**src/rtl/fspa_pkg.sv**
```systemverilog
package fspa_pkg;

   // field widths of the words on the ports
   localparam int OP_W     = 2;
   localparam int SLOT_W   = 9;
   localparam int OFFSET_W = 19;
   localparam int FREE_W   = 10;
   localparam int BLOCKS_W = 5;
   localparam int SIZE_W   = 11;
   localparam int ROUND_W  = SIZE_W + 1;

   typedef logic [OP_W-1:0]     op_type;
   typedef logic [SLOT_W-1:0]   slot_type;
   typedef logic [OFFSET_W-1:0] offset_type;
   typedef logic [FREE_W-1:0]   free_type;
   typedef logic [BLOCKS_W-1:0] blocks_type;
   typedef logic [SIZE_W-1:0]   size_type;
   typedef logic [ROUND_W-1:0]  round_type;

   // operation codes
   localparam op_type OP_ALLOC = 2'd0;
   localparam op_type OP_FREE  = 2'd1;
   localparam op_type OP_GROW  = 2'd2;

   // status codes
   localparam logic STAT_OK  = 1'b0;
   localparam logic STAT_OOM = 1'b1;

   // free count saturates here
   localparam free_type FREE_MAX = 10'd1023;

   // item size after reset
   localparam size_type SIZE_RESET = 11'd8;

   // link memory command
   typedef struct packed {
      logic wr_en;
      logic rd_en;
   } mem_cmd_type;

   typedef enum logic [2:0] {
      ST_IDLE,
      ST_GROW,
      ST_RD,
      ST_POP,
      ST_WAIT
   } state_type;

endpackage

```
**src/rtl/fspa_offset.sv**
```systemverilog
module fspa_offset #(
   parameter int LW = 10
) (
   input  logic                   clock,
   input  logic [LW-1:0]          slot,
   input  fspa_pkg::size_type     item_size,
   output fspa_pkg::offset_type   offset_ff
);

   fspa_pkg::round_type          size_sum;
   fspa_pkg::round_type          rounded;
   logic [LW+fspa_pkg::ROUND_W-1:0] product;

   // round item size up to a multiple of eight
   assign size_sum = {1'b0, item_size} + fspa_pkg::round_type'(7);
   assign rounded  = {size_sum[fspa_pkg::ROUND_W-1:3], 3'b000};
   assign product  = slot * rounded;

   // byte offset wraps to the port width
   always_ff @(posedge clock) begin
      offset_ff <= fspa_pkg::offset_type'(product);
   end

endmodule

```
**config.mk**
```make
export PLATFORM = sky130hd
export DESIGN_NAME = fspa_offset
export DESIGN_NICKNAME = d
export VERILOG_FILES = /design/src/rtl/fspa_pkg.sv /design/src/rtl/fspa_offset.sv
export SDC_FILE = /design/constraint.sdc
export NUM_CORES = 1
export LEC_CHECK = 0
export ABC_CLOCK_PERIOD_IN_PS = 6000
export BUFFER_PORTS_ARGS = -buffer_cell sky130_fd_sc_hd__buf_2
export CAP_MARGIN = 20
export CORE_ASPECT_RATIO = 0.5
export CORE_MARGIN = 2
export CORE_UTILIZATION = 45
export CTS_CLUSTER_SIZE = 12
export DETAILED_ROUTE_END_ITERATION = 6
export GPL_ROUTABILITY_DRIVEN = 0
export SLEW_MARGIN = 20
export SYNTH_ARGS = -nofsm -noshare
export SYNTH_HDL_FRONTEND = slang
export SYNTH_SLANG_ARGS = --single-unit
```
**constraint.sdc**
```tcl
create_clock -name clock -period 6 [get_ports clock]
set_input_delay 0.6 -clock clock [delete_from_list [all_inputs] [get_ports clock]]
set_output_delay 0.6 -clock clock [all_outputs]
set_load 0.01 [all_outputs]
```
==> flow_metrics.env <==
export IMPL_status="finished, final reports clean"
export IMPL_grt_pass1_vias=2543
export IMPL_synth_area_leaders="fa_1, inv_1, ha_1, dfxtp_1, and2_1"
export IMPL_yosysTopAreaCellShare_pct=35.7
export IMPL_cts_sinks=16
export IMPL_largest_register_ffs=16
export IMPL_die_x_microns=121
export IMPL_nFillCells=611
export IMPL_synth_cell_area_sq_um=3090
export IMPL_min_to="offset_ff[3]$_DFF_P_"
export IMPL_p_int_uw=682
export IMPL_die_area_sq_um=7580
export IMPL_power_leakage_nw=1.87
export IMPL_antenna_found_initial=0
export IMPL_synth_common_cells="inv_1, fa_1, nand2_1, and2_1, ha_1"
export IMPL_cts_tree="yes"
export IMPL_critPathCaptureType="flop"
export IMPL_max_cap_violations=0
export IMPL_rsz0062_at_grt="false"
export IMPL_syn2layout_area_growth_pct=13.0
export IMPL_post_route_period_util_pct=93.6
export IMPL_final_nets=500
export IMPL_synth_most_common_cell="inv_1"
export IMPL_grt_max_degree=11
export IMPL_final_min_clock_period_ns=5.62
export IMPL_synthArstFlopShare_pct=0
export IMPL_drive_gt1_share_pct=13.2
export IMPL_fin_setup_tns_ns=0
export IMPL_required_ns=6.13
export IMPL_chipHeight_microns=62.6
export IMPL_hold_class="in -> reg"
export IMPL_drc=0
export IMPL_post_dp_cell_area_sq_um=3370
export IMPL_rows=21
export IMPL_io_pins=41
export IMPL_cp_arrival_ns=5.75
export IMPL_setup_ws_ns=0.381
export IMPL_drt_total_wl_microns=5820
export IMPL_synth_edff_count=0
export IMPL_grt_overflow=0
export IMPL_clockRootBuffer="clkbuf_16"
export IMPL_cts_buffers=3
export IMPL_power_mw=1.24
export IMPL_regMostFlops="offset_ff"
export IMPL_hold_violations=0
export IMPL_synth_seq_cells=16
export IMPL_critPathLaunchType="primary input"
export IMPL_regArea_sq_um=320
export IMPL_p_clk_share_pct=11.9
export IMPL_synth_seq_area_share_pct=10.4
export IMPL_synth_ff_type="dfxtp_1"
export IMPL_grt_pass1_wl_microns=11000
export IMPL_worst_slew_pin_slew_ns=0.822
export IMPL_multiInputGateArea_sq_um=2400
export IMPL_switching_share_pct=45.1
export IMPL_fmax_mhz=178
export IMPL_diodes=0
export IMPL_fp_coreArea_sq_um=6650
export IMPL_ys_types=36
export IMPL_wl_per_cell_microns=12.0
export IMPL_power_density_nw_per_um2=356
export IMPL_first_iter_violations=57
export IMPL_min_from="slot[0]"
export IMPL_setup_viol=0
export IMPL_initial_utilization_pct=46.4
export IMPL_combPwrFrac_pct=73.8
export IMPL_dr_pass1_iters=4
export IMPL_slew_viol_final=0
export IMPL_netSwitchingPower_uw=561
export IMPL_ant_nets=0
export IMPL_holdPathStages=2
export IMPL_slew_headroom_pct=45.0
export IMPL_crit_type="in -> reg"
export IMPL_pre_cts_ws_ns=0.0400
export IMPL_top_regs="offset_ff: 16 flops"
export IMPL_synth_avg_cell_area_sq_um=8.69
export IMPL_clk_pin_slew_worst_paths_ns=0.05
export IMPL_routed_via_count=2258
export IMPL_clockBufferDepth=2
export IMPL_hold_worst_slack_ns=0.689
export IMPL_holdBufCountCts=0
export IMPL_seqPwrFrac_pct=14.3
export IMPL_cp_max_fo=10
export IMPL_port_buffers=37
export IMPL_peakVddDrop_uv=170
export IMPL_synth_cells=355
export IMPL_htree_levels=1
export IMPL_synth_largest_area_cell="fa_1"
export IMPL_gr_usage_all_layers_pct=17.8
export IMPL_fin_area_sq_um=3490
export IMPL_dp_hpwl_microns=4920
export IMPL_yosys_warnings=0
export IMPL_viasPerCell=4.65
-- worst max-delay path by stage --
stage	start	to	cells past startpoint	slack, ns
after floorplan	item_size[0]	offset_ff[18]$_DFF_P_	20	0.76
after global placement	item_size[0]	offset_ff[18]$_DFF_P_	19	0.22
after detailed placement	item_size[0]	offset_ff[18]$_DFF_P_	19	0.04
after CTS	item_size[0]	offset_ff[18]$_DFF_P_	19	0.28
after global routing	item_size[0]	offset_ff[18]$_DFF_P_	18	0.09
final	item_size[0]	offset_ff[18]$_DFF_P_	18	0.38
-- cells in the final DEF, fill, tap and decap left out, types with 2 or more instances in the layout --
master     instances
and2_1            34
buf_2             37
a21oi_1            8
inv_1             96
xnor2_1           10
nor3_1             3
dfxtp_1           16
conb_1             3
fa_1              55
o21ai_0            7
nand2b_1           4
xnor2_2            4
clkbuf_16          3
ha_1              28
xor2_1             4
nor2_1             6
nand2_1           46
nor2b_1            9
buf_4              2
-- layer usage --
layer  GRT usage, %  vias to the layer above  part of all wire [%]
met4           2.18                        0                  0.22
li1               -                     1110                     -
met1           22.8                     1101                    46
met2           32.4                       45                    49
met5              0                        -                     0
met3           2.92                        2                   4.7
-- repair_timing --
item                       in CTS  in global routing
gates resized for setup         0                  3
hold endpoints to repair        0                  0
setup endpoints to repair       0                  3
setup buffers                   0                  0
-- final cells by class --
class                   instances  area share (%)
inverters                      96            10.3
well taps                      92            3.30
multi-input cells             239            68.9
clock buffers                   4            2.55
flip-flops and latches         16            9.19
repair buffers                 39            5.74
-- logic make-up (layout without fill, tap and decap cells) --
group	count (synthesis)	after routing	share of synthesized area [%]
other cells	1	3	0.122
fa+ha+maj	83	83	47.0
compound gates	24	24	4.83
simple gates	109	109	18.2
xor+xnor	20	20	6.61
buf+inv	102	139	12.8
flops	16	16	10.4
-- through the flow --
step | utilization (%) | instances
after floorplan | - | 357
after detailed placement | 50.8 | 482
after global placement | 50.8 | 482
after CTS | 52.1 | 486
after global routing | 52.4 | 486
final | 52.4 | 486
-- worst max-delay path, stage by stage --
cell	delay, ns
buf_2	0.10
o31a_1	0.36
and3_4	0.23
xor2_1	0.65
and2_1	0.24
fa_1	0.43
fa_1	0.48
fa_1	0.54
inv_1	0.05
fa_1	0.54
inv_1	0.05
ha_1	0.24
nor3_1	0.17
o21ai_0	0.12
a31oi_1	0.36
nor3_1	0.11
nor2_1	0.14
xnor3_1	0.31
-- power groups by stage --
stage	logic, mW	registers [mW]	clock network [mW]
2_1_floorplan	0.692	0.210	0
3_3_place_gp	0.898	0.180	0
3_5_place_dp	0.920	0.180	0
4_1_cts	0.931	0.178	0.154
5_1_grt	1.09	0.184	0.157
6_report	0.917	0.178	0.148
Note: power is estimated with default switching activity, not from simulation.
