==> src/rtl/fspa_pkg.sv <==
package fspa_pkg;

   // field widths of the words on the ports
   localparam int OP_W     = 2;
   localparam int SLOT_W   = 9;
   localparam int OFFSET_W = 19;
   localparam int FREE_W   = 10;
   localparam int BLOCKS_W = 5;
   localparam int SIZE_W   = 11;
   localparam int ROUND_W  = SIZE_W + 1;

   typedef logic [OP_W-1:0]     op_type;
   typedef logic [SLOT_W-1:0]   slot_type;
   typedef logic [OFFSET_W-1:0] offset_type;
   typedef logic [FREE_W-1:0]   free_type;
   typedef logic [BLOCKS_W-1:0] blocks_type;
   typedef logic [SIZE_W-1:0]   size_type;
   typedef logic [ROUND_W-1:0]  round_type;

   // operation codes
   localparam op_type OP_ALLOC = 2'd0;
   localparam op_type OP_FREE  = 2'd1;
   localparam op_type OP_GROW  = 2'd2;

   // status codes
   localparam logic STAT_OK  = 1'b0;
   localparam logic STAT_OOM = 1'b1;

   // free count saturates here
   localparam free_type FREE_MAX = 10'd1023;

   // item size after reset
   localparam size_type SIZE_RESET = 11'd8;

   // link memory command
   typedef struct packed {
      logic wr_en;
      logic rd_en;
   } mem_cmd_type;

   typedef enum logic [2:0] {
      ST_IDLE,
      ST_GROW,
      ST_RD,
      ST_POP,
      ST_WAIT
   } state_type;

endpackage

==> src/rtl/fspa_ctrl.sv <==
module fspa_ctrl #(
   parameter int SLOTS_PER_BLOCK = 32,
   parameter int MAX_BLOCKS      = 16,
   parameter int POOL_SLOTS      = 512,
   parameter int AW              = 9,
   parameter int LW              = 10
) (
   input  logic                    clock,
   input  logic                    reset,
   input  logic                    req_valid,
   output logic                    req_stall,
   input  fspa_pkg::op_type        req_op,
   input  fspa_pkg::slot_type      req_slot,
   output logic                    rsp_valid,
   input  logic                    rsp_stall,
   output logic                    rsp_status,
   output fspa_pkg::slot_type      rsp_slot_out,
   output fspa_pkg::offset_type    rsp_byte_offset,
   output fspa_pkg::free_type      rsp_free_slots,
   output fspa_pkg::blocks_type    rsp_blocks_used,
   output fspa_pkg::mem_cmd_type   mem_cmd,
   output logic [AW-1:0]           mem_waddr,
   output logic [LW-1:0]           mem_wdata,
   output logic [AW-1:0]           mem_raddr,
   input  logic [LW-1:0]           mem_rd_data,
   output logic [LW-1:0]           mul_slot,
   input  fspa_pkg::offset_type    mul_offset
);

   localparam int BW = $clog2(MAX_BLOCKS + 1);
   localparam int SW = (SLOTS_PER_BLOCK > 1) ? $clog2(SLOTS_PER_BLOCK) : 1;
   localparam logic [LW-1:0] LIST_EMPTY = LW'(POOL_SLOTS);
   localparam logic [BW-1:0] BLOCK_LIM  = BW'(MAX_BLOCKS);
   localparam logic [SW-1:0] STEP_LAST  = SW'(SLOTS_PER_BLOCK - 1);
   localparam logic [31:0]   POOL_LIM   = 32'(POOL_SLOTS);

   fspa_pkg::state_type state_ff, state_in;
   logic [LW-1:0]       head_ff, head_in;
   fspa_pkg::free_type  free_ff, free_in;
   logic [BW-1:0]       block_ff, block_in;
   logic [LW-1:0]       fill_ff, fill_in;
   logic [SW-1:0]       step_ff, step_in;
   logic                alloc_ff, alloc_in;

   // output register
   logic                   out_valid_ff, out_valid_in;
   logic                   out_status_ff, out_status_in;
   fspa_pkg::slot_type     out_slot_ff, out_slot_in;
   fspa_pkg::offset_type   out_off_ff, out_off_in;
   fspa_pkg::free_type     out_free_ff, out_free_in;
   fspa_pkg::blocks_type   out_blocks_ff, out_blocks_in;

   // held result while the output register is busy
   logic                   res_status_ff, res_status_in;
   fspa_pkg::slot_type     res_slot_ff, res_slot_in;
   fspa_pkg::offset_type   res_off_ff, res_off_in;
   fspa_pkg::free_type     res_free_ff, res_free_in;
   fspa_pkg::blocks_type   res_blocks_ff, res_blocks_in;

   logic                 accept;
   logic                 out_open;
   logic                 head_empty;
   logic                 blocks_left;
   logic                 slot_ok;
   logic                 grow_last;
   fspa_pkg::free_type   free_inc;
   fspa_pkg::free_type   free_dec;
   logic                 fin;
   logic                 fin_status;
   fspa_pkg::slot_type   fin_slot;
   fspa_pkg::offset_type fin_off;

   assign req_stall   = (state_ff != fspa_pkg::ST_IDLE);
   assign accept      = req_valid && !req_stall;
   assign out_open    = !out_valid_ff || !rsp_stall;
   assign head_empty  = (head_ff == LIST_EMPTY);
   assign blocks_left = (block_ff < BLOCK_LIM);
   assign slot_ok     = (32'(req_slot) < POOL_LIM);
   assign grow_last   = (step_ff == STEP_LAST);
   assign free_inc    = (free_ff == fspa_pkg::FREE_MAX) ? free_ff : free_ff + 1'b1;
   assign free_dec    = (free_ff == '0) ? free_ff : free_ff - 1'b1;
   assign mul_slot    = head_ff;

   // next state
   always_comb begin
      state_in = state_ff;
      case (state_ff)
         fspa_pkg::ST_IDLE: begin
            if (accept) begin
               if (req_op == fspa_pkg::OP_ALLOC && !head_empty) begin
                  state_in = fspa_pkg::ST_POP;
               end else if ((req_op == fspa_pkg::OP_ALLOC || req_op == fspa_pkg::OP_GROW)
                            && (req_op == fspa_pkg::OP_GROW || head_empty) && blocks_left) begin
                  state_in = fspa_pkg::ST_GROW;
               end else begin
                  state_in = out_open ? fspa_pkg::ST_IDLE : fspa_pkg::ST_WAIT;
               end
            end
         end
         fspa_pkg::ST_GROW: begin
            if (grow_last) begin
               if (alloc_ff) begin
                  state_in = fspa_pkg::ST_RD;
               end else begin
                  state_in = out_open ? fspa_pkg::ST_IDLE : fspa_pkg::ST_WAIT;
               end
            end
         end
         fspa_pkg::ST_RD: begin
            state_in = fspa_pkg::ST_POP;
         end
         fspa_pkg::ST_POP: begin
            state_in = out_open ? fspa_pkg::ST_IDLE : fspa_pkg::ST_WAIT;
         end
         fspa_pkg::ST_WAIT: begin
            if (out_open) begin
               state_in = fspa_pkg::ST_IDLE;
            end
         end
         default: begin
            state_in = fspa_pkg::ST_IDLE;
         end
      endcase
   end

   // list update and memory commands
   always_comb begin
      head_in    = head_ff;
      free_in    = free_ff;
      block_in   = block_ff;
      fill_in    = fill_ff;
      step_in    = step_ff;
      alloc_in   = alloc_ff;
      fin        = 1'b0;
      fin_status = fspa_pkg::STAT_OK;
      fin_slot   = '0;
      fin_off    = '0;
      mem_cmd    = '0;
      mem_waddr  = fill_ff[AW-1:0];
      mem_wdata  = head_ff;
      mem_raddr  = head_ff[AW-1:0];
      case (state_ff)
         fspa_pkg::ST_IDLE: begin
            if (accept) begin
               case (req_op)
                  fspa_pkg::OP_ALLOC: begin
                     if (!head_empty) begin
                        mem_cmd.rd_en = 1'b1;
                     end else if (blocks_left) begin
                        alloc_in = 1'b1;
                        step_in  = '0;
                     end else begin
                        fin        = 1'b1;
                        fin_status = fspa_pkg::STAT_OOM;
                     end
                  end
                  fspa_pkg::OP_FREE: begin
                     fin = 1'b1;
                     if (slot_ok) begin
                        mem_cmd.wr_en = 1'b1;
                        mem_waddr     = AW'(req_slot);
                        head_in       = LW'(req_slot);
                        free_in       = free_inc;
                     end
                  end
                  fspa_pkg::OP_GROW: begin
                     if (blocks_left) begin
                        alloc_in = 1'b0;
                        step_in  = '0;
                     end else begin
                        fin        = 1'b1;
                        fin_status = fspa_pkg::STAT_OOM;
                     end
                  end
                  default: begin
                     fin = 1'b1;
                  end
               endcase
            end
         end
         fspa_pkg::ST_GROW: begin
            // push the next slot of the new block
            mem_cmd.wr_en = 1'b1;
            head_in       = fill_ff;
            fill_in       = fill_ff + 1'b1;
            free_in       = free_inc;
            step_in       = step_ff + 1'b1;
            if (grow_last) begin
               block_in = block_ff + 1'b1;
               fin      = !alloc_ff;
            end
         end
         fspa_pkg::ST_RD: begin
            mem_cmd.rd_en = 1'b1;
         end
         fspa_pkg::ST_POP: begin
            // pop the head, link word arrives now
            fin      = 1'b1;
            fin_slot = fspa_pkg::slot_type'(head_ff);
            fin_off  = mul_offset;
            head_in  = mem_rd_data;
            free_in  = free_dec;
         end
         default: begin
         end
      endcase
   end

   // output register and held result
   always_comb begin
      out_valid_in  = out_valid_ff;
      out_status_in = out_status_ff;
      out_slot_in   = out_slot_ff;
      out_off_in    = out_off_ff;
      out_free_in   = out_free_ff;
      out_blocks_in = out_blocks_ff;
      res_status_in = res_status_ff;
      res_slot_in   = res_slot_ff;
      res_off_in    = res_off_ff;
      res_free_in   = res_free_ff;
      res_blocks_in = res_blocks_ff;
      if (out_valid_ff && !rsp_stall) begin
         out_valid_in = 1'b0;
      end
      if (state_ff == fspa_pkg::ST_WAIT) begin
         if (out_open) begin
            out_valid_in  = 1'b1;
            out_status_in = res_status_ff;
            out_slot_in   = res_slot_ff;
            out_off_in    = res_off_ff;
            out_free_in   = res_free_ff;
            out_blocks_in = res_blocks_ff;
         end
      end else if (fin) begin
         if (out_open) begin
            out_valid_in  = 1'b1;
            out_status_in = fin_status;
            out_slot_in   = fin_slot;
            out_off_in    = fin_off;
            out_free_in   = free_in;
            out_blocks_in = fspa_pkg::blocks_type'(block_in);
         end else begin
            res_status_in = fin_status;
            res_slot_in   = fin_slot;
            res_off_in    = fin_off;
            res_free_in   = free_in;
            res_blocks_in = fspa_pkg::blocks_type'(block_in);
         end
      end
   end

   // control state
   always_ff @(posedge clock) begin
      if (reset) begin
         state_ff     <= fspa_pkg::ST_IDLE;
         head_ff      <= LIST_EMPTY;
         free_ff      <= '0;
         block_ff     <= '0;
         fill_ff      <= '0;
         step_ff      <= '0;
         alloc_ff     <= 1'b0;
         out_valid_ff <= 1'b0;
      end else begin
         state_ff     <= state_in;
         head_ff      <= head_in;
         free_ff      <= free_in;
         block_ff     <= block_in;
         fill_ff      <= fill_in;
         step_ff      <= step_in;
         alloc_ff     <= alloc_in;
         out_valid_ff <= out_valid_in;
      end
   end

   // result payload
   always_ff @(posedge clock) begin
      out_status_ff <= out_status_in;
      out_slot_ff   <= out_slot_in;
      out_off_ff    <= out_off_in;
      out_free_ff   <= out_free_in;
      out_blocks_ff <= out_blocks_in;
      res_status_ff <= res_status_in;
      res_slot_ff   <= res_slot_in;
      res_off_ff    <= res_off_in;
      res_free_ff   <= res_free_in;
      res_blocks_ff <= res_blocks_in;
   end

   assign rsp_valid       = out_valid_ff;
   assign rsp_status      = out_status_ff;
   assign rsp_slot_out    = out_slot_ff;
   assign rsp_byte_offset = out_off_ff;
   assign rsp_free_slots  = out_free_ff;
   assign rsp_blocks_used = out_blocks_ff;

endmodule

==> config.mk <==
export PLATFORM = sky130hd
export DESIGN_NAME = fspa_ctrl
export DESIGN_NICKNAME = d
export VERILOG_FILES = /design/src/rtl/fspa_pkg.sv /design/src/rtl/fspa_ctrl.sv
export SDC_FILE = /design/constraint.sdc
export NUM_CORES = 1
export LEC_CHECK = 0
export BUFFER_PORTS_ARGS = -buffer_cell sky130_fd_sc_hd__clkbuf_2
export CAP_MARGIN = 20
export CELL_PAD_IN_SITES_DETAIL_PLACEMENT = 2
export CELL_PAD_IN_SITES_GLOBAL_PLACEMENT = 2
export CORE_MARGIN = 2
export CORE_UTILIZATION = 38
export DETAILED_ROUTE_END_ITERATION = 6
export GPL_TIMING_DRIVEN = 0
export PLACE_DENSITY = 0.91
export SLEW_MARGIN = 20
export SYNTH_ARGS = -nofsm -noshare
export SYNTH_HDL_FRONTEND = slang
export SYNTH_SLANG_ARGS = --single-unit
==> constraint.sdc <==
create_clock -name clock -period 12.8 [get_ports clock]
set_input_delay 1.28 -clock clock [delete_from_list [all_inputs] [get_ports clock]]
set_output_delay 1.28 -clock clock [all_outputs]
set_load 0.02 [all_outputs]
==> reports/qor.csv, run 1 <==
stage,metric,value,unit
logic_synthesis,synthSimpleGateAreaFrac,13.8,%
timing,finalCriticalPeriod,4400,ps
global_route,grt_use_total,26.1,%
layout,fillers,1600,
setup_path,worst_r2r_endpoint,res_free_ff[0],
setup_path,crit_start,req_valid,
logic_synthesis,synthFlopType,edfxtp_1,
clock_tree,cts_resized,0,
setup_path,crit_path_end,mem_waddr[7],
floorplan,row_count,46,
clock_tree,clock-root-buffer,clkbuf_16,
logic_synthesis,synth_fa_ha_area_share,1.22,%
place,portBuffers,128,
global_route,grt_max_degree,18,
logic_synthesis,synth_edf_count,88,
routing,wl,22000,µm
logic_synthesis,synthMuxAreaShare,4.72,%
global_route,antenna_found_initial,1,
logic_synthesis,synth_top_family_by_area,compound AO/OA/AOI/OAI gates,
floorplan,coreArea,0.0158,mm²
timing,rsz0062_at_grt,false,
setup_path,regToRegStartpoint,state_ff[0],
timing,relSlewSlack,37.3,%
place,post-place-ws,8460,ps
setup_path,regToRegSetupSlack,9700,ps
routing,vias,4985,
logic_synthesis,syn-cell-area,0.00615,mm²
logic_synthesis,synth_fp_nets,596,
setup_path,cp_slowest_cell,clkbuf_1,
setup_path,path_cells,clkbuf_2 -> and3b_1 -> clkbuf_1 -> nand2_1 -> clkbuf_1 -> mux2_2 -> clkbuf_2,
timing,period_share,34.4,%
place,globalplace.congestion,0.895,
pwr,vdd_drop_max,93.0,µV
logic_synthesis,avgSynthCellArea,11.3,µm²
logic_synthesis,synthXorXnorAreaFrac,2.56,%
routing,drtIter0Drc,205,
timing,tightest_slew,940,ps
place,dp_hpwl,15800,µm
layout,fin_nets,750,
layout,drive_above_1_share,30.3,%
timing,final_max_slew_viol_count,0,
setup_path,critPathLaunchType,input pin,
clock_tree,cts_tree,yes,
timing,timing.final.ws_setup,8400,ps
global_route,grt-ovfl-total,0,
floorplan,pin_count,130,
logic_synthesis,ys_types,59,
floorplan,dieHeight,131,µm
floorplan,die_area,0.0172,mm²
setup_path,crit_fanout,10,
layout,syn_to_final_growth,25.8,%
timing,finalSetupViolations,0,
logic_synthesis,ys_warn_count,0,
clock_tree,h-tree-depth,4,
layout,post-route-util,48.9,%
setup_path,slowest_delay,410,ps
timing,skew,5.46,ps
min_path,hold_class,reg -> reg,
logic_synthesis,yosysSeqAreaShare,57.6,%
floorplan,die_w,131,µm
setup_path,cp_data_required_time,11520,ps
clock_tree,ctsHoldBuffers,0,
clock_tree,worstSkewPairLatency,420,ps
logic_synthesis,synth_compound_area_share,14.4,%
pwr,p_leak,3.49,nW
flow_run,drv_cap,0,
logic_synthesis,synthArstFlopShare,0,%
timing,hold_viol_final,0,
clock_tree,cts.clk_slew.worst_paths,60,ps
timing,fin_setup_tns,0,ps
status,status,completed,
clock_tree,cts.sinks,133,
global_route,grt_pass1_vias,5573,
logic_synthesis,syn_inst,546,
clock_tree,clock_path_buffers,2,
routing,ant_nets,0,
routing,wire_per_inst,23.7,µm
setup_path,rr_worst_depth,8,
logic_synthesis,ys_ff_latch,133,
setup_path,worstSetupPathType,in -> out,
floorplan,start_util,38.9,%
routing,drc,0,
global_route,grt_pass1_wl,34400,µm
setup_path,critical_path_arrival,3120,ps
timing,fmax,0.227,GHz
clock_tree,cts_buffers,17,
routing,firstDrtPassIters,4,
setup_path,end_kind,output port,
pwr,powerDensity,151,mW/mm²
clock_tree,postCtsSetupBuffers,0,
routing,via_per_inst,5.36,
-- final cells by class --
class / count / area [µm²] / area share, %
Sequential cell: 133 / 3540 / 45.8
Multi-Input combinational cell: 341 / 2280 / 29.4
Timing Repair Buffer: 135 / 737 / 9.52
Clock buffer: 18 / 429 / 5.55
Buffer: 51 / 272 / 3.51
Tap cell: 216 / 270 / 3.49
Clock inverter: 14 / 130 / 1.68
Inverter: 21 / 78.8 / 1.02
Antenna cell: 1 / 2.50 / 0.0323
-- routing by layer --
layer	global-route usage, %	vias to the layer above	wire (µm)
met5	0	-	0
met4	8.33	0	395
met3	4.59	30	673
met2	48.8	122	12000
met1	30.1	2540	8970
li1	-	2293	-
-- kinds of logic (layout without fill, tap and decap cells) --
| group | after synthesis | count (layout) |
|---|---|---|
| other | 0 | 1 |
| AND/OR/NAND/NOR | 162 | 162 |
| flip-flops | 133 | 133 |
| buffers and inverters | 72 | 239 |
| adder cells (fa/ha/maj) | 6 | 6 |
| multiplexers | 27 | 27 |
| XOR/XNOR | 18 | 18 |
| AO/OA/AOI/OAI | 128 | 128 |
-- critical path, delay by kind of cell --
family | cells | cell delay [ps]
buffers and inverters | 4 | 900
AND/OR/NAND/NOR | 2 | 530
multiplexers | 1 | 400
-- synthesized netlist by cell type, drive strengths merged (2+ instances only) --
cell     count  area, µm²
o21a         2       15.0
and3         8       50.1
or4          2       15.0
edfxtp      88       2640
and3b        2       17.5
o21ai       13       65.1
a211oi       4       30.0
xnor2        7       61.3
o211ai       2       15.0
nand4        6       37.5
dfxtp       45        901
xor2        11       96.3
a32o         2       20.0
nor2        53        199
a31oi        4       25.0
and2        29        181
nand3       10       50.1
clkbuf      28        105
nor2b        9       56.3
mux2        16        180
o221a        8       90.1
nor3         8       40.0
o22ai        2       12.5
or3          3       23.8
inv         21       78.8
nand2       17       63.8
a21o        34        255
a21oi       38        190
ha           6       75.1
o2111ai      3       26.3
nor4         3       18.8
and4         5       43.8
a221o        2       20.0
nand3b       2       15.0
mux2i       11        110
buf         23        166
-- how the worst min path moves through the flow --
stage	slack, ps	to	start	cells after the start
2_1_floorplan	440	state_ff[1]	alloc_ff	2
3_3_place_gp	480	step_ff[4]	step_ff[4]	2
3_5_place_dp	480	step_ff[4]	step_ff[4]	2
4_1_cts	490	step_ff[4]	step_ff[4]	2
5_1_grt	520	step_ff[4]	step_ff[4]	2
6_report	490	step_ff[4]	step_ff[4]	2
-- cells in the final DEF (no fill, tap or decap), types with 3 or more instances in the layout --
master,synthesis,routed
nor4_1,3,3
o2111ai_1,3,3
nor2_1,53,53
o21ai_0,13,13
clkinvlp_4,0,5
clkbuf_16,0,17
nand2_1,17,17
mux2_2,16,16
xor2_1,11,11
nand3_1,10,10
nor3_1,8,7
inv_6,0,3
inv_1,21,21
and4_1,5,5
and2_1,29,29
xnor2_1,7,7
nand4_1,6,6
mux2i_1,11,11
clkbuf_1,28,29
clkbuf_2,0,128
a211oi_1,4,4
buf_4,19,23
a21oi_1,38,37
a31oi_1,4,4
nor2b_1,9,9
edfxtp_1,88,88
dfxtp_1,45,45
ha_1,6,6
a21o_1,34,34
and3_1,8,8
o221a_2,8,8
clkinv_4,0,3
-- where the power goes --
| part | switching [W] | total [W] | leakage (nW) | internal, W |
|---|---|---|---|---|
| combinational | 0.000128 | 0.000203 | 1.98 | 0.0000754 |
| clock | 0.000199 | 0.000467 | 0.259 | 0.000268 |
| sequential | 0.0000217 | 0.000502 | 1.25 | 0.000480 |
-- flip-flops by register name (all words and copies together) (netlist names), 9 cells and up --
register	count
fill_ff	10
free_ff	10
mem_wdata	10
res_free_ff	10
res_off_ff	19
res_slot_ff	9
rsp_byte_offset	19
rsp_free_slots	10
rsp_slot_out	9
-- per-stage QoR --
stage          area, µm²  power (W)  hold WS [ps]  cells
3_3_place_gp        7060   0.000695           482    890
3_5_place_dp        7180   0.000711           485    897
6_report            7740    0.00117           494    930
2_1_floorplan       6150   0.000630           443    546
4_1_cts             7740    0.00118           495    929
5_1_grt             7740    0.00121           519    929
No activity file was read; power rests on OpenSTA's default activity.
==> run 2, diff against run 1 <==
--- a/config.mk
+++ b/config.mk
@@ -10,10 +10,10 @@
 export CELL_PAD_IN_SITES_DETAIL_PLACEMENT = 2
 export CELL_PAD_IN_SITES_GLOBAL_PLACEMENT = 2
 export CORE_MARGIN = 2
-export CORE_UTILIZATION = 38
+export CORE_UTILIZATION = 35
 export DETAILED_ROUTE_END_ITERATION = 6
 export GPL_TIMING_DRIVEN = 0
-export PLACE_DENSITY = 0.91
+export PLACE_DENSITY = 0.85
 export SLEW_MARGIN = 20
 export SYNTH_ARGS = -nofsm -noshare
 export SYNTH_HDL_FRONTEND = slang
==> constraint.sdc (replaced) <==
create_clock -name clock -period 4.1 [get_ports clock]
set_input_delay 0.41 -clock clock [delete_from_list [all_inputs] [get_ports clock]]
set_output_delay 0.41 -clock clock [all_outputs]
set_load 0.02 [all_outputs]
==> reports/qor.csv, run 2 (same netlist as run 1, synthesis figures left out) <==
stage,metric,value,unit
layout,antennaDiodeCount,0,
timing,hold_viol_final,0,
timing,tightest_slew,951,ps
setup_path,regToRegStartpoint,step_ff[0],
routing,vias,4853,
setup_path,rr_worst_depth,9,
floorplan,coreArea,0.0172,mm²
pwr,powerDensity,466,mW/mm²
setup_path,crit_path_end,mem_waddr[7],
layout,layout_commonest_cell,clkbuf_2,
layout,post-route-util,45.0,%
pwr,power,0.00361,W
routing,wl,19600,µm
clock_tree,worstSkewPairLatency,420,ps
routing,via_per_inst,5.18,
floorplan,row_count,48,
setup_path,crit_fanout,10,
place,globalplace.congestion,0.899,
timing,fin_setup_tns,0,ps
timing,relSlewSlack,36.6,%
timing,final_max_slew_viol_count,0,
place,dp_hpwl,14500,µm
setup_path,crit_start,state_ff[2],
timing,fmax,0.314,GHz
global_route,grt_pass1_vias,5377,
setup_path,cp_data_required_time,3690,ps
clock_tree,h-tree-depth,4,
routing,firstDrtPassIters,4,
clock_tree,clock-root-buffer,clkbuf_16,
clock_tree,cts_resized,0,
layout,fin_nets,748,
pwr,p_leak,3.49,nW
global_route,grt_pass1_wl,31100,µm
setup_path,worst_r2r_endpoint,rsp_free_slots[2],
floorplan,start_util,35.7,%
place,portBuffers,128,
routing,drc,0,
timing,rsz0062_at_grt,false,
flow_run,drv_cap,0,
setup_path,critical_path_arrival,2770,ps
floorplan,pin_count,130,
status,status,completed,
clock_tree,cts.clk_slew.worst_paths,60,ps
clock_tree,cts.sinks,133,
timing,finalCriticalPeriod,3180,ps
setup_path,regToRegSetupSlack,1260,ps
pwr,vdd_drop_max,336,µV
timing,skew,7.94,ps
routing,drtIter0Drc,212,
timing,period_share,77.6,%
setup_path,end_kind,output port,
timing,hold_slack,237,ps
floorplan,die_w,137,µm
clock_tree,postCtsSetupBuffers,0,
clock_tree,cts_tree,yes,
setup_path,worstSetupPathType,reg -> out,
clock_tree,clock_path_buffers,2,
min_path,hp-start,req_op[1],
layout,syn_to_final_growth,25.9,%
floorplan,dieHeight,137,µm
min_path,hold_class,in -> reg,
timing,finalSetupViolations,0,
layout,layout_common_cells,"clkbuf_2, edfxtp_1, nor2_1",
global_route,grt_use_total,22.1,%
layout,drive_above_1_share,30.1,%
routing,ant_nets,0,
global_route,antenna_found_initial,0,
setup_path,critPathLaunchType,flop,
floorplan,die_area,0.0187,mm²
clock_tree,cts_buffers,17,
routing,wire_per_inst,21.0,µm
global_route,grt-ovfl-total,0,
clock_tree,ctsHoldBuffers,0,
global_route,grt_max_degree,21,
[run 2: through the flow]
| step | std cells | setup WS [ps] | cell area, µm² |
|---|---|---|---|
| 2_1_floorplan | 546 | 217 | 6160 |
| 6_report | 936 | 917 | 7750 |
| 5_1_grt | 936 | 637 | 7750 |
| 3_5_place_dp | 904 | 1290 | 7190 |
| 4_1_cts | 936 | 938 | 7750 |
| 3_3_place_gp | 899 | -1300 | 7080 |
[run 2: report_power, final]
part	switching [W]	internal, W	leakage [nW]	total, W
Sequential	0.0000639	0.00150	1.25	0.00156
Combinational	0.000383	0.000235	1.98	0.000618
Clock	0.000594	0.000834	0.264	0.00143
Total	0.00104	0.00257	3.49	0.00361
[run 2: area by class of cell]
| class | count | area, µm² |
|---|---|---|
| multi-input cells | 341 | 2280 |
| flip-flops and latches | 133 | 3540 |
| plain buffers | 51 | 272 |
| clock buffers | 17 | 425 |
| fillers | 1821 | 9490 |
| clock inverters | 15 | 129 |
| inverters | 21 | 78.8 |
| repair buffers | 133 | 737 |
| well taps | 225 | 282 |
[run 2: worst max-delay path: stages, from the launching register on]
cell and delay, ps:
dfxtp_1 320, clkbuf_1 230, nor3_1 570, nand2_1 410, clkbuf_1 320, mux2_2 340, clkbuf_2 160
[run 2: layer usage]
| layer | GRT usage (%) | up-vias | wire length, µm |
|---|---|---|---|
| met2 | 40.2 | 111 | 10600 |
| met3 | 3.52 | 13 | 725 |
| met4 | 6.54 | 0 | 144 |
| met5 | 0 | - | 0 |
| met1 | 26.9 | 2456 | 8160 |
| li1 | - | 2273 | - |
[run 2: worst min-delay path by stage]
| stage | endpoint | slack, ps | cells after the start |
|---|---|---|---|
| final | alloc_ff | 240 | 2 |
| after global routing | alloc_ff | 230 | 2 |
| after CTS | alloc_ff | 220 | 2 |
| after detailed placement | step_ff[4] | 490 | 2 |
| after global placement | step_ff[4] | 470 | 2 |
| after floorplan | state_ff[1] | 440 | 2 |
